`src/hdl/jtsq_pkg.sv`:
```
// ----------------------------------------------------------------------------
// jtsq_pkg
// Shared types and constants of the JTAG TAP command sequencer.
// ----------------------------------------------------------------------------
package jtsq_pkg;

	localparam int WORD_BITS_DEF     = 32;
	localparam int MAX_RUN_TICKS_DEF = 64;
	localparam int FIELD_BITS        = 32;

	localparam int OP_W  = 3;
	localparam int CNT_W = 7;
	localparam int PC_W  = 6;

	localparam logic [OP_W-1:0] OP_RESET     = 3'd0;
	localparam logic [OP_W-1:0] OP_IR_SHIFT  = 3'd1;
	localparam logic [OP_W-1:0] OP_DR_SHIFT  = 3'd2;
	localparam logic [OP_W-1:0] OP_IR_PAUSE  = 3'd3;
	localparam logic [OP_W-1:0] OP_DR_PAUSE  = 3'd4;
	localparam logic [OP_W-1:0] OP_RUNTEST   = 3'd5;

	// tick source of a microcode step
	typedef enum logic [1:0] {
		K_CONST,
		K_DATA,
		K_RUN
	} kind_t;

	// step condition; C_CNT repeats the step while the loop count is nonzero
	typedef enum logic [1:0] {
		C_ALWAYS,
		C_FIRST,
		C_LAST,
		C_CNT
	} cond_t;

	typedef struct packed {
		kind_t kind;
		cond_t cond;
		logic  tms;
		logic  fin;
	} ucode_t;

	// sequencer -> datapath
	typedef struct packed {
		logic  load;
		logic  emit;
		logic  step_loop;
		kind_t kind;
		logic  tms_bit;
	} ctl_t;

	// datapath -> sequencer
	typedef struct packed {
		logic out_free;
		logic loop_nz;
		logic loop_one;
		logic first;
		logic last;
	} stat_t;

endpackage

```
`src/hdl/jtag_tap_command_sequencer.sv`:
```
// ----------------------------------------------------------------------------
// jtag_tap_command_sequencer
// Microcoded JTAG master: turns TAP commands into one TMS/TDI pair per tick.
//
//   channel | direction | handshake              | payload
//   --------+-----------+------------------------+---------------------------
//   in      | input     | in_valid / in_ready    | opcode first_word last_word
//           |           |                        | bit_count shift_word
//   out     | output    | out_valid / out_ready  | tms tdi end_of_item
//
// The command is loaded first, then one microcode step runs per cycle while the
// output register is free; each step that fires puts one tick in the output
// register. A header or tail step whose flag is clear, and an empty data loop,
// is skipped with no tick. A held output register stalls the step counter;
// in_ready stays low until the program ends. Reset clears the sequencer and
// output valid at once.
// ----------------------------------------------------------------------------
module jtag_tap_command_sequencer #(
	parameter int WORD_BITS     = jtsq_pkg::WORD_BITS_DEF,
	parameter int MAX_RUN_TICKS = jtsq_pkg::MAX_RUN_TICKS_DEF
) (
	input  logic                            clk,
	input  logic                            arst_n,
	input  logic                            in_valid,
	output logic                            in_ready,
	input  logic [jtsq_pkg::OP_W-1:0]       opcode,
	input  logic                            first_word,
	input  logic                            last_word,
	input  logic [jtsq_pkg::CNT_W-1:0]      bit_count,
	input  logic [jtsq_pkg::FIELD_BITS-1:0] shift_word,
	output logic                            out_valid,
	input  logic                            out_ready,
	output logic                            tms,
	output logic                            tdi,
	output logic                            end_of_item
);

	logic                      busy_q;
	logic [jtsq_pkg::PC_W-1:0] pc_q;
	jtsq_pkg::ucode_t          cw;
	jtsq_pkg::ctl_t            ctl;
	jtsq_pkg::stat_t           stat;
	logic                      accept;
	logic                      known_op;
	logic                      cond_ok;
	logic                      advance;
	logic [jtsq_pkg::PC_W-1:0] entry;

	assign in_ready = !busy_q;
	assign accept   = in_valid && in_ready;
	assign known_op = opcode inside {[jtsq_pkg::OP_RESET:jtsq_pkg::OP_RUNTEST]};

	always_comb begin
		case (opcode)
			jtsq_pkg::OP_RESET:    entry = 6'd0;
			jtsq_pkg::OP_IR_SHIFT: entry = 6'd6;
			jtsq_pkg::OP_DR_SHIFT: entry = 6'd14;
			jtsq_pkg::OP_IR_PAUSE: entry = 6'd21;
			jtsq_pkg::OP_DR_PAUSE: entry = 6'd29;
			jtsq_pkg::OP_RUNTEST:  entry = 6'd37;
			default:               entry = 6'd0;
		endcase
	end

	jtsq_ucode_rom u_rom (
		.pc (pc_q),
		.cw (cw)
	);

	always_comb begin
		case (cw.cond)
			jtsq_pkg::C_FIRST: cond_ok = stat.first;
			jtsq_pkg::C_LAST:  cond_ok = stat.last;
			jtsq_pkg::C_CNT:   cond_ok = stat.loop_nz;
			default:           cond_ok = 1'b1;
		endcase
	end

	// a step whose condition fails is skipped; a loop step holds until count 1
	assign advance = busy_q && (!cond_ok || (stat.out_free
		&& (cw.cond != jtsq_pkg::C_CNT || stat.loop_one)));

	assign ctl.load      = accept && known_op;
	assign ctl.emit      = busy_q && cond_ok && stat.out_free;
	assign ctl.step_loop = ctl.emit && (cw.cond == jtsq_pkg::C_CNT);
	assign ctl.kind      = cw.kind;
	assign ctl.tms_bit   = cw.tms;

	always_ff @(posedge clk or negedge arst_n) begin
		if (!arst_n) begin
			busy_q <= 1'b0;
			pc_q   <= '0;
		end else if (ctl.load) begin
			busy_q <= 1'b1;
			pc_q   <= entry;
		end else if (advance) begin
			if (cw.fin) begin
				busy_q <= 1'b0;
			end
			pc_q <= pc_q + 6'd1;
		end
	end

	jtsq_datapath #(
		.WORD_BITS     (WORD_BITS),
		.MAX_RUN_TICKS (MAX_RUN_TICKS)
	) u_dp (
		.clk         (clk),
		.arst_n      (arst_n),
		.ctl         (ctl),
		.opcode      (opcode),
		.first_word  (first_word),
		.last_word   (last_word),
		.bit_count   (bit_count),
		.shift_word  (shift_word),
		.stat        (stat),
		.out_valid   (out_valid),
		.out_ready   (out_ready),
		.tms         (tms),
		.tdi         (tdi),
		.end_of_item (end_of_item)
	);

endmodule

```
`src/hdl/jtsq_ucode_rom.sv`:
```
// ----------------------------------------------------------------------------
// jtsq_ucode_rom
// Microprogram store: one control word per step for every opcode.
// ----------------------------------------------------------------------------
module jtsq_ucode_rom (
	input  logic [jtsq_pkg::PC_W-1:0] pc,
	output jtsq_pkg::ucode_t          cw
);

	function automatic jtsq_pkg::ucode_t mk(jtsq_pkg::kind_t k, jtsq_pkg::cond_t c,
			logic t, logic f);
		jtsq_pkg::ucode_t w;
		w.kind = k;
		w.cond = c;
		w.tms  = t;
		w.fin  = f;
		return w;
	endfunction

	always_comb begin
		case (pc)
			// TAP reset: five high, one low
			6'd0:  cw = mk(jtsq_pkg::K_CONST, jtsq_pkg::C_ALWAYS, 1'b1, 1'b0);
			6'd1:  cw = mk(jtsq_pkg::K_CONST, jtsq_pkg::C_ALWAYS, 1'b1, 1'b0);
			6'd2:  cw = mk(jtsq_pkg::K_CONST, jtsq_pkg::C_ALWAYS, 1'b1, 1'b0);
			6'd3:  cw = mk(jtsq_pkg::K_CONST, jtsq_pkg::C_ALWAYS, 1'b1, 1'b0);
			6'd4:  cw = mk(jtsq_pkg::K_CONST, jtsq_pkg::C_ALWAYS, 1'b1, 1'b0);
			6'd5:  cw = mk(jtsq_pkg::K_CONST, jtsq_pkg::C_ALWAYS, 1'b0, 1'b1);
			// IR shift to idle
			6'd6:  cw = mk(jtsq_pkg::K_CONST, jtsq_pkg::C_FIRST, 1'b0, 1'b0);
			6'd7:  cw = mk(jtsq_pkg::K_CONST, jtsq_pkg::C_FIRST, 1'b1, 1'b0);
			6'd8:  cw = mk(jtsq_pkg::K_CONST, jtsq_pkg::C_FIRST, 1'b1, 1'b0);
			6'd9:  cw = mk(jtsq_pkg::K_CONST, jtsq_pkg::C_FIRST, 1'b0, 1'b0);
			6'd10: cw = mk(jtsq_pkg::K_CONST, jtsq_pkg::C_FIRST, 1'b0, 1'b0);
			6'd11: cw = mk(jtsq_pkg::K_DATA,  jtsq_pkg::C_CNT,   1'b0, 1'b0);
			6'd12: cw = mk(jtsq_pkg::K_CONST, jtsq_pkg::C_LAST,  1'b1, 1'b0);
			6'd13: cw = mk(jtsq_pkg::K_CONST, jtsq_pkg::C_LAST,  1'b0, 1'b1);
			// DR shift to idle
			6'd14: cw = mk(jtsq_pkg::K_CONST, jtsq_pkg::C_FIRST, 1'b0, 1'b0);
			6'd15: cw = mk(jtsq_pkg::K_CONST, jtsq_pkg::C_FIRST, 1'b1, 1'b0);
			6'd16: cw = mk(jtsq_pkg::K_CONST, jtsq_pkg::C_FIRST, 1'b0, 1'b0);
			6'd17: cw = mk(jtsq_pkg::K_CONST, jtsq_pkg::C_FIRST, 1'b0, 1'b0);
			6'd18: cw = mk(jtsq_pkg::K_DATA,  jtsq_pkg::C_CNT,   1'b0, 1'b0);
			6'd19: cw = mk(jtsq_pkg::K_CONST, jtsq_pkg::C_LAST,  1'b1, 1'b0);
			6'd20: cw = mk(jtsq_pkg::K_CONST, jtsq_pkg::C_LAST,  1'b0, 1'b1);
			// IR shift stopping in Pause-IR
			6'd21: cw = mk(jtsq_pkg::K_CONST, jtsq_pkg::C_FIRST, 1'b0, 1'b0);
			6'd22: cw = mk(jtsq_pkg::K_CONST, jtsq_pkg::C_FIRST, 1'b1, 1'b0);
			6'd23: cw = mk(jtsq_pkg::K_CONST, jtsq_pkg::C_FIRST, 1'b1, 1'b0);
			6'd24: cw = mk(jtsq_pkg::K_CONST, jtsq_pkg::C_FIRST, 1'b0, 1'b0);
			6'd25: cw = mk(jtsq_pkg::K_CONST, jtsq_pkg::C_FIRST, 1'b0, 1'b0);
			6'd26: cw = mk(jtsq_pkg::K_DATA,  jtsq_pkg::C_CNT,   1'b0, 1'b0);
			6'd27: cw = mk(jtsq_pkg::K_CONST, jtsq_pkg::C_LAST,  1'b0, 1'b0);
			6'd28: cw = mk(jtsq_pkg::K_CONST, jtsq_pkg::C_LAST,  1'b0, 1'b1);
			// DR shift starting from Pause-IR
			6'd29: cw = mk(jtsq_pkg::K_CONST, jtsq_pkg::C_FIRST, 1'b1, 1'b0);
			6'd30: cw = mk(jtsq_pkg::K_CONST, jtsq_pkg::C_FIRST, 1'b1, 1'b0);
			6'd31: cw = mk(jtsq_pkg::K_CONST, jtsq_pkg::C_FIRST, 1'b1, 1'b0);
			6'd32: cw = mk(jtsq_pkg::K_CONST, jtsq_pkg::C_FIRST, 1'b0, 1'b0);
			6'd33: cw = mk(jtsq_pkg::K_CONST, jtsq_pkg::C_FIRST, 1'b0, 1'b0);
			6'd34: cw = mk(jtsq_pkg::K_DATA,  jtsq_pkg::C_CNT,   1'b0, 1'b0);
			6'd35: cw = mk(jtsq_pkg::K_CONST, jtsq_pkg::C_LAST,  1'b1, 1'b0);
			6'd36: cw = mk(jtsq_pkg::K_CONST, jtsq_pkg::C_LAST,  1'b0, 1'b1);
			// run-test idle clocks
			6'd37: cw = mk(jtsq_pkg::K_RUN,   jtsq_pkg::C_CNT,   1'b0, 1'b1);
			// unused addresses end the program at once
			default: cw = mk(jtsq_pkg::K_CONST, jtsq_pkg::C_FIRST, 1'b0, 1'b1);
		endcase
	end

endmodule

```
`src/hdl/jtsq_datapath.sv`:
```
// ----------------------------------------------------------------------------
// jtsq_datapath
// Shift register, loop and tick counters, and the output register.
// ----------------------------------------------------------------------------
module jtsq_datapath #(
	parameter int WORD_BITS     = jtsq_pkg::WORD_BITS_DEF,
	parameter int MAX_RUN_TICKS = jtsq_pkg::MAX_RUN_TICKS_DEF
) (
	input  logic                                clk,
	input  logic                                arst_n,
	input  jtsq_pkg::ctl_t                      ctl,
	input  logic [jtsq_pkg::OP_W-1:0]           opcode,
	input  logic                                first_word,
	input  logic                                last_word,
	input  logic [jtsq_pkg::CNT_W-1:0]          bit_count,
	input  logic [jtsq_pkg::FIELD_BITS-1:0]     shift_word,
	output jtsq_pkg::stat_t                     stat,
	output logic                                out_valid,
	input  logic                                out_ready,
	output logic                                tms,
	output logic                                tdi,
	output logic                                end_of_item
);

	localparam int DATA_MAX = (WORD_BITS < jtsq_pkg::FIELD_BITS) ? WORD_BITS
		: jtsq_pkg::FIELD_BITS;
	localparam logic [jtsq_pkg::CNT_W-1:0] DATA_LIM = jtsq_pkg::CNT_W'(DATA_MAX);
	localparam logic [jtsq_pkg::CNT_W-1:0] RUN_LIM  = jtsq_pkg::CNT_W'(MAX_RUN_TICKS);

	logic [DATA_MAX-1:0]        shift_q;
	logic [jtsq_pkg::CNT_W-1:0] loop_q;
	logic [jtsq_pkg::CNT_W-1:0] remain_q;
	logic                       first_q;
	logic                       last_q;
	logic                       out_valid_q;
	logic                       tms_q;
	logic                       tdi_q;
	logic                       eoi_q;

	logic [jtsq_pkg::CNT_W-1:0] n_shift;
	logic [jtsq_pkg::CNT_W-1:0] n_run;
	logic [jtsq_pkg::CNT_W-1:0] head_n;
	logic [jtsq_pkg::CNT_W-1:0] total;
	logic                       tick_tms;
	logic                       tick_tdi;

	assign n_shift = (bit_count > DATA_LIM) ? DATA_LIM : bit_count;
	assign n_run   = (bit_count > RUN_LIM) ? RUN_LIM : bit_count;

	always_comb begin
		case (opcode)
			jtsq_pkg::OP_DR_SHIFT: head_n = 7'd4;
			default:               head_n = 7'd5;
		endcase
		case (opcode)
			jtsq_pkg::OP_RESET:   total = 7'd6;
			jtsq_pkg::OP_RUNTEST: total = n_run;
			default:              total = (first_word ? head_n : 7'd0) + n_shift
				+ (last_word ? 7'd2 : 7'd0);
		endcase
	end

	assign stat.out_free = !out_valid_q || out_ready;
	assign stat.loop_nz  = (loop_q != '0);
	assign stat.loop_one = (loop_q == 7'd1);
	assign stat.first    = first_q;
	assign stat.last     = last_q;

	always_comb begin
		case (ctl.kind)
			jtsq_pkg::K_DATA: begin
				tick_tms = last_q && (loop_q == 7'd1);
				tick_tdi = shift_q[0];
			end
			jtsq_pkg::K_RUN: begin
				tick_tms = 1'b0;
				tick_tdi = 1'b0;
			end
			default: begin
				tick_tms = ctl.tms_bit;
				tick_tdi = 1'b0;
			end
		endcase
	end

	always_ff @(posedge clk or negedge arst_n) begin
		if (!arst_n) begin
			loop_q      <= '0;
			remain_q    <= '0;
			first_q     <= 1'b0;
			last_q      <= 1'b0;
			out_valid_q <= 1'b0;
		end else begin
			if (ctl.load) begin
				loop_q   <= (opcode == jtsq_pkg::OP_RUNTEST) ? n_run : n_shift;
				remain_q <= total;
				first_q  <= first_word;
				last_q   <= last_word;
			end else begin
				if (ctl.step_loop) begin
					loop_q <= loop_q - 7'd1;
				end
				if (ctl.emit) begin
					remain_q <= remain_q - 7'd1;
				end
			end
			if (ctl.emit) begin
				out_valid_q <= 1'b1;
			end else if (out_ready) begin
				out_valid_q <= 1'b0;
			end
		end
	end

	always_ff @(posedge clk) begin
		if (ctl.load) begin
			shift_q <= shift_word[DATA_MAX-1:0];
		end else if (ctl.step_loop) begin
			shift_q <= shift_q >> 1;
		end
		if (ctl.emit) begin
			tms_q <= tick_tms;
			tdi_q <= tick_tdi;
			eoi_q <= (remain_q == 7'd1);
		end
	end

	assign out_valid   = out_valid_q;
	assign tms         = tms_q;
	assign tdi         = tdi_q;
	assign end_of_item = eoi_q;

endmodule

```
`config.mk`:
```
export PLATFORM = sky130hd
export DESIGN_NAME = jtag_tap_command_sequencer
export DESIGN_NICKNAME = d
export VERILOG_FILES = /design/src/hdl/jtsq_pkg.sv /design/src/hdl/jtag_tap_command_sequencer.sv /design/src/hdl/jtsq_ucode_rom.sv /design/src/hdl/jtsq_datapath.sv
export SDC_FILE = /design/constraint.sdc
export NUM_CORES = 1
export LEC_CHECK = 0
export ABC_AREA = 1
export BUFFER_PORTS_ARGS = -buffer_cell sky130_fd_sc_hd__buf_4
export CAP_MARGIN = 20
export CELL_PAD_IN_SITES_DETAIL_PLACEMENT = 1
export CELL_PAD_IN_SITES_GLOBAL_PLACEMENT = 1
export CORE_MARGIN = 2
export CORE_UTILIZATION = 40
export CTS_CLUSTER_DIAMETER = 150
export DETAILED_ROUTE_END_ITERATION = 8
export PLACE_DENSITY_LB_ADDON = 0.1
export SLEW_MARGIN = 5
export SYNTH_ARGS = -nofsm -noshare
export SYNTH_HDL_FRONTEND = slang
export SYNTH_SLANG_ARGS = --single-unit
export TNS_END_PERCENT = 50
```
`constraint.sdc`:
```
create_clock -name clk -period 5.72 [get_ports clk]
set_clock_uncertainty 0.2 [all_clocks]
set_input_delay 0.572 -clock clk [delete_from_list [all_inputs] [get_ports clk]]
set_output_delay 0.572 -clock clk [all_outputs]
set_load 0.03 [all_outputs]
```
# After elaboration in Yosys (flattened, before gate mapping)
# Memory sizes are Yosys's and may differ from the RTL's.
# Index checks and enable logic that the tools add are counted.
# totals
register_bits	59
rom_bits	384
in_bits	48
memories	1
# op_classes
add_sub_neg	5
order_cmp	4
n_eq_ne	13
muxes	23
n_reduce_logical	23
# mem_list
name	words	width	read_ports	rd_clocked_by_memory_dff	wr	line	text
(no name shown)	64	6	1	0	0	jtsq_ucode_rom.sv:21	case (pc)
# ops
operator	n
2-to-1 mux 32 bit	2
2-to-1 mux 7 bit	7
one-hot mux 6 bit (5 select lines)	1
adder 7 bit	2
== test 7 x 1 -> 1 bit (second input constant)	2
one-hot mux 7 bit (2 select lines)	1
subtractor 7 x 1 -> 7 bit (second input constant)	2
2-to-1 mux 6 bit	2
nonzero test 2 bit	5
logical AND 1 bit	9
> comparator 7 x 6 -> 1 bit (second input constant)	1
> comparator 7 bit (second input constant)	1
nonzero test 7 bit	1
adder 6 x 1 -> 6 bit (second input constant)	1
== test 2 bit (second input constant)	3
== test 3 x 2 -> 1 bit (second input constant)	2
== test 3 bit (second input constant)	2
2-to-1 mux 1 bit	6
== test 2 x 1 -> 1 bit (second input constant)	2
== test 3 x 1 -> 1 bit (second input constant)	1
>= comparator 3 x 1 -> 1 bit (second input constant)	1
less-or-equal comparator 3 bit (second input constant)	1
zero test 1 bit	3
zero test 3 bit	1
7 further kinds	9

# Longest topological paths before layout
# An unclocked memory read counts as a cell.
# logic_depth
ltp_word	8
mapped_depth	17

# By module
# From an unflattened synthesis, not the netlist that was laid out.
# hier_totals
hier_cells	503
hier_area_um2	3853.7
# by_module_without_submodules
mod	instances	cells_per_inst	area_per_inst_um2	seq_area_each_um2
jtsq_datapath	1	354	2920.3	1476.4
jtag_tap_command_sequencer	1	94	608.1	175.2
jtsq_ucode_rom	1	55	325.3	0.0

# Least setup slack after synthesis
# Ideal clock, no wire load.
# synth_timing
path_type	register -> register
start	register pc_q[1] in the netlist's numbering
end	register u_dp.shift_q[0], enable pin
arrival_time_ns	2.280
required_time_ns	5.131
setup_slack_ns	2.851
stages_incl_launch_ff	15
path_buffers	0
cell_sequence	dfrtp_1 -> inv_1 -> ha_1 -> nand2_2 -> nand2_1 -> nor2_2 -> nor2_2 -> nand2_2 -> nand2_4 -> nand2_2 -> inv_2 -> nand2_2 -> nand2_1 -> nand4_2 -> nand2_1
# synth_via
elab_chain_cells	7
# synth_rtl
element	line	text
from (decl)	jtag_tap_command_sequencer.sv:39	logic [jtsq_pkg::PC_W-1:0] pc_q;
from (signal assigned)	jtag_tap_command_sequencer.sv:95	pc_q <= entry;
from (signal assigned)	jtag_tap_command_sequencer.sv:100	pc_q <= pc_q + 6'd1;
memory read (64 x 6 bit) *	--	
== test 2 bit (tied with other cells)	jtag_tap_command_sequencer.sv:71, jtag_tap_command_sequencer.sv:85	
one-hot mux 1 bit (3 select lines)	jtag_tap_command_sequencer.sv:71	case (cw.cond)
logical AND 1 bit (2 in series)	jtag_tap_command_sequencer.sv:84	assign ctl.emit = busy_q && cond_ok && stat.out_free;
logical AND 1 bit *	jtag_tap_command_sequencer.sv:85	assign ctl.step_loop = ctl.emit && (cw.cond == jtsq_pkg::C_CNT);
nonzero test 2 bit (no source line) *	--	
to (signal assigned)	jtsq_datapath.sv:117	shift_q <= shift_word[DATA_MAX-1:0];
to (signal assigned)	jtsq_datapath.sv:119	shift_q <= shift_q >> 1;
to (decl)	jtsq_datapath.sv:30	logic [DATA_MAX-1:0] shift_q;
# Every way passes the cells marked *; elsewhere a longest branch is shown, timed or not.
# A chain may end at the register's enable or synchronous reset.

# Worst setup path after layout
# layout_timing
start	register pc_q[1] in the netlist's numbering
end	register u_dp.shift_q[16], enable pin
# Same word-level chain as after synthesis.

==> impl_metrics.yaml <==
sta:
  maxSlewHeadroom_pct: 46.6
  layout_min_cycle_time_ns: 2.98
  hold_viol_final: 0
  rsz0062_at_grt: "no"
  tns_ns: 0
  setup_viol: 0
  worst_pin_slew_ns: 0.800
  min_period_over_period_pct: 52.1
  max_freq_ghz: 0.336
  whs_ns: 0.281
  drv_slew: 0
power_and_ir_drop:
  p_leak_nw: 2.21
  power_mw: 2.23
  p_sw_mw: 0.978
  p_comb_share_pct: 46.0
  pwr-share-clk_pct: 19.6
  switching_share_pct: 43.9
  irDropWorstVdd_mv: 0.254
  pwr_density_cell_mw_per_mm2: 489
  power.internal_mw: 1.25
  seq_power_share_pct: 34.4
setup_path:
  end_kind: "register"
  worst_r2r_path_depth: 14
  required_ns: 5.52
  crit_start: "pc_q[1]$_DFFE_PN0P_"
  startpoint_type: "register"
  cp.arrival_ns: 2.77
  cp_slowest_stage_delay_ns: 0.50
  crit_chain: "inv_1 > ha_1 > nand2_2 > nand2_1 > nor2_2 > nor2_2 > nand2_2 > nand2_4 > nand2_2 > nand3_1 > nand2_1 > nand4_2 > nand2_1 > buf_4"
  cpMaxStageDelayCell: "dfrtp_1"
  worstPathMaxFanout: 32
  r2r-start: "pc_q[1]$_DFFE_PN0P_"
  r2r_setup_slack_ns: 2.74
  critPathKind: "register to register"
  reg2reg_to: "u_dp.shift_q[16]$_DFFE_PP_"
placed_design:
  place.gp.congestion: 0.903
  io_buffers: 52
  hpwl_mm: 7.21
synth:
  synth-seq-cells: 59
  syn-num-nets: 567
  synth_edf_count: 35
  ys_seq_area_share_pct: 42.9
  ys.flop_type: "edfxtp_1"
  ys_types: 40
  ys.warnings.count: 0
  postSynthAreaPerCell_um2: 7.68
  syn_area_mm2: 0.00385
  synthArstFlopShare_pct: 40.7
  synthCells: 501
floorplanning:
  dieHeight_um: 102
  fp-row-count: 35
  initial_utilization_pct: 41.5
  dieArea_mm2: 0.0104
  core-area_mm2: 0.00928
  io_pins: 53
  chipWidth_um: 102
route:
  drc: 0
  vias_per_cell: 5.12
  routedWlPerCell_um: 14.8
  drt_iter0_markers: 174
  vias: 3515
  drt-total-wl_mm: 10.2
  dr.pass1.iters: 4
  detail-route-antenna-nets: 0
hold_path:
  hold_depth: 3
  min_from: "first_word"
  min_to: "u_dp.first_q$_DFFE_PN0P_"
  holdCritPathClass: "input port to register"
clocking:
  clk_latency_ns: 0.35
  cts_hold_buf: 1
  cts_tree: "built"
  htreeDepth: 3
  cts_resized: 0
  clk_pin_slew_ns: 0.08
  postCtsSetupBuffers: 0
  numCtsBuffers: 9
  cts_sinks: 59
  cts_root_buf: "clkbuf_8"
  clk_path_buf_depth: 2
outcome:
  status: "finished clean"
finish:
  mostFrequentLayoutCell: "nand2_1"
  final_util_pct: 49.1
  mostFrequentLayoutCells: "193 x nand2_1, 55 x buf_4, 44 x inv_1, 40 x nand3_1, 35 x edfxtp_1"
  fillerInstances: 1194
  multi_input_area_mm2: 0.00192
  regArea_mm2: 0.00165
  drive_above_1_share_pct: 18.0
  area_delta_synth_final_pct: 18.4
  n_antenna_cell: 0
  nets: 618
global_routing:
  grt_max_degree: 75
  overflow: 0
  grtUsageTotal_pct: 21.1
  grt_pass1_vias: 3610
  grt_pass1_wl_mm: 17.1
  antenna_found_initial: 0
run:
  cap_viol_max_count: 0
==> through the flow <==
stage | std cells | area, um2 | setup slack (ns)
2_1_floorplan | 501 | 3850 | 2.85
3_3_place_gp | 669 | 4320 | 2.72
3_5_place_dp | 669 | 4320 | 2.59
4_1_cts | 686 | 4560 | 2.74
5_1_grt | 686 | 4560 | 2.51
6_report | 686 | 4560 | 2.74
==> kinds of logic (layout without fill, tap and decap cells) <==
group | count (synthesis) | count (layout) | synth area share [%]
and+or+nand+nor | 297 | 297 | 33.7
buffers and inverters | 64 | 120 | 7.44
DFF | 59 | 59 | 42.9
AOI/OAI and AO/OA | 58 | 58 | 8.78
adders and majority gates | 18 | 18 | 6.05
xor gates and xnor gates | 5 | 5 | 1.14
==> registers in the layout, indices dropped and copies added, names as in the netlist <==
register          count
u_dp.first_q          1
u_dp.out_valid        1
pc_q                  6
u_dp.last_q           1
u_dp.shift_q         32
busy_q                1
u_dp.tms              1
u_dp.tdi              1
u_dp.remain_q         7
u_dp.loop_q           7
u_dp.end_of_item      1
==> power by group through the flow <==
stage | Clock, mW | Sequential, mW | Combinational, mW
detailed placement | 0 | 0.772 | 1.03
CTS | 0.442 | 0.766 | 1.04
floorplan | 0 | 0.762 | 0.771
global route | 0.462 | 0.785 | 1.19
finish | 0.437 | 0.766 | 1.02
global placement | 0 | 0.765 | 0.991
==> synthesized netlist by cell type, types with 3 or more instances <==
master	n	area, um2
nand3_1	41	205
ha_1	17	213
a31oi_1	5	31.3
xor2_1	3	26.3
o21ai_0	27	135
nand2_4	5	56.3
nor2_2	4	25.0
nor3_1	5	25.0
nand2_1	193	724
nor2_1	32	120
nand2_2	7	43.8
dfrtp_1	24	601
clkbuf_1	3	11.3
o31ai_1	4	30.0
a21oi_1	13	65.1
buf_2	8	40.0
edfxtp_1	35	1050
inv_1	44	165
nand3_2	3	30.0
==> routing by layer <==
layer | wire (um) | vias to the layer above | GRT usage [%]
li1 | - | 1735 | -
met1 | 4700 | 1720 | 27.8
met3 | 256 | 11 | 3.76
met4 | 123 | 0 | 5.13
met5 | 0 | - | 0
met2 | 5090 | 49 | 36.1
==> cell type report <==
type                            instances  area share [%]
Sequential cell                        59            36.2
Multi-Input combinational cell        378            42.0
Clock inverter                          7            2.20
Tap cell                              129            3.54
Inverter                               48            4.01
Clock buffer                            9            2.72
Timing Repair Buffer                   56            9.28
==> how the worst max path moves through the flow <==
| stage | to | slack, ns | cells after the start |
|---|---|---|---|
| 2_1_floorplan | u_dp.shift_q[0]$_DFFE_PP_ | 2.85 | 14 |
| 5_1_grt | u_dp.shift_q[16]$_DFFE_PP_ | 2.51 | 14 |
| 6_report | u_dp.shift_q[16]$_DFFE_PP_ | 2.74 | 14 |
| 3_3_place_gp | u_dp.remain_q[4]$_DFFE_PN0P_ | 2.72 | 15 |
| 3_5_place_dp | u_dp.remain_q[4]$_DFFE_PN0P_ | 2.59 | 15 |
| 4_1_cts | u_dp.shift_q[16]$_DFFE_PP_ | 2.74 | 14 |
==> critical path, delay by kind of cell (launching register included) <==
family                     cells  cell delay [ns]
and+or+nand+nor               11             1.13
DFF                            1             0.50
buffers and inverters          2             0.55
adders and majority gates      1             0.24
(Power assumes the default switching activity.)
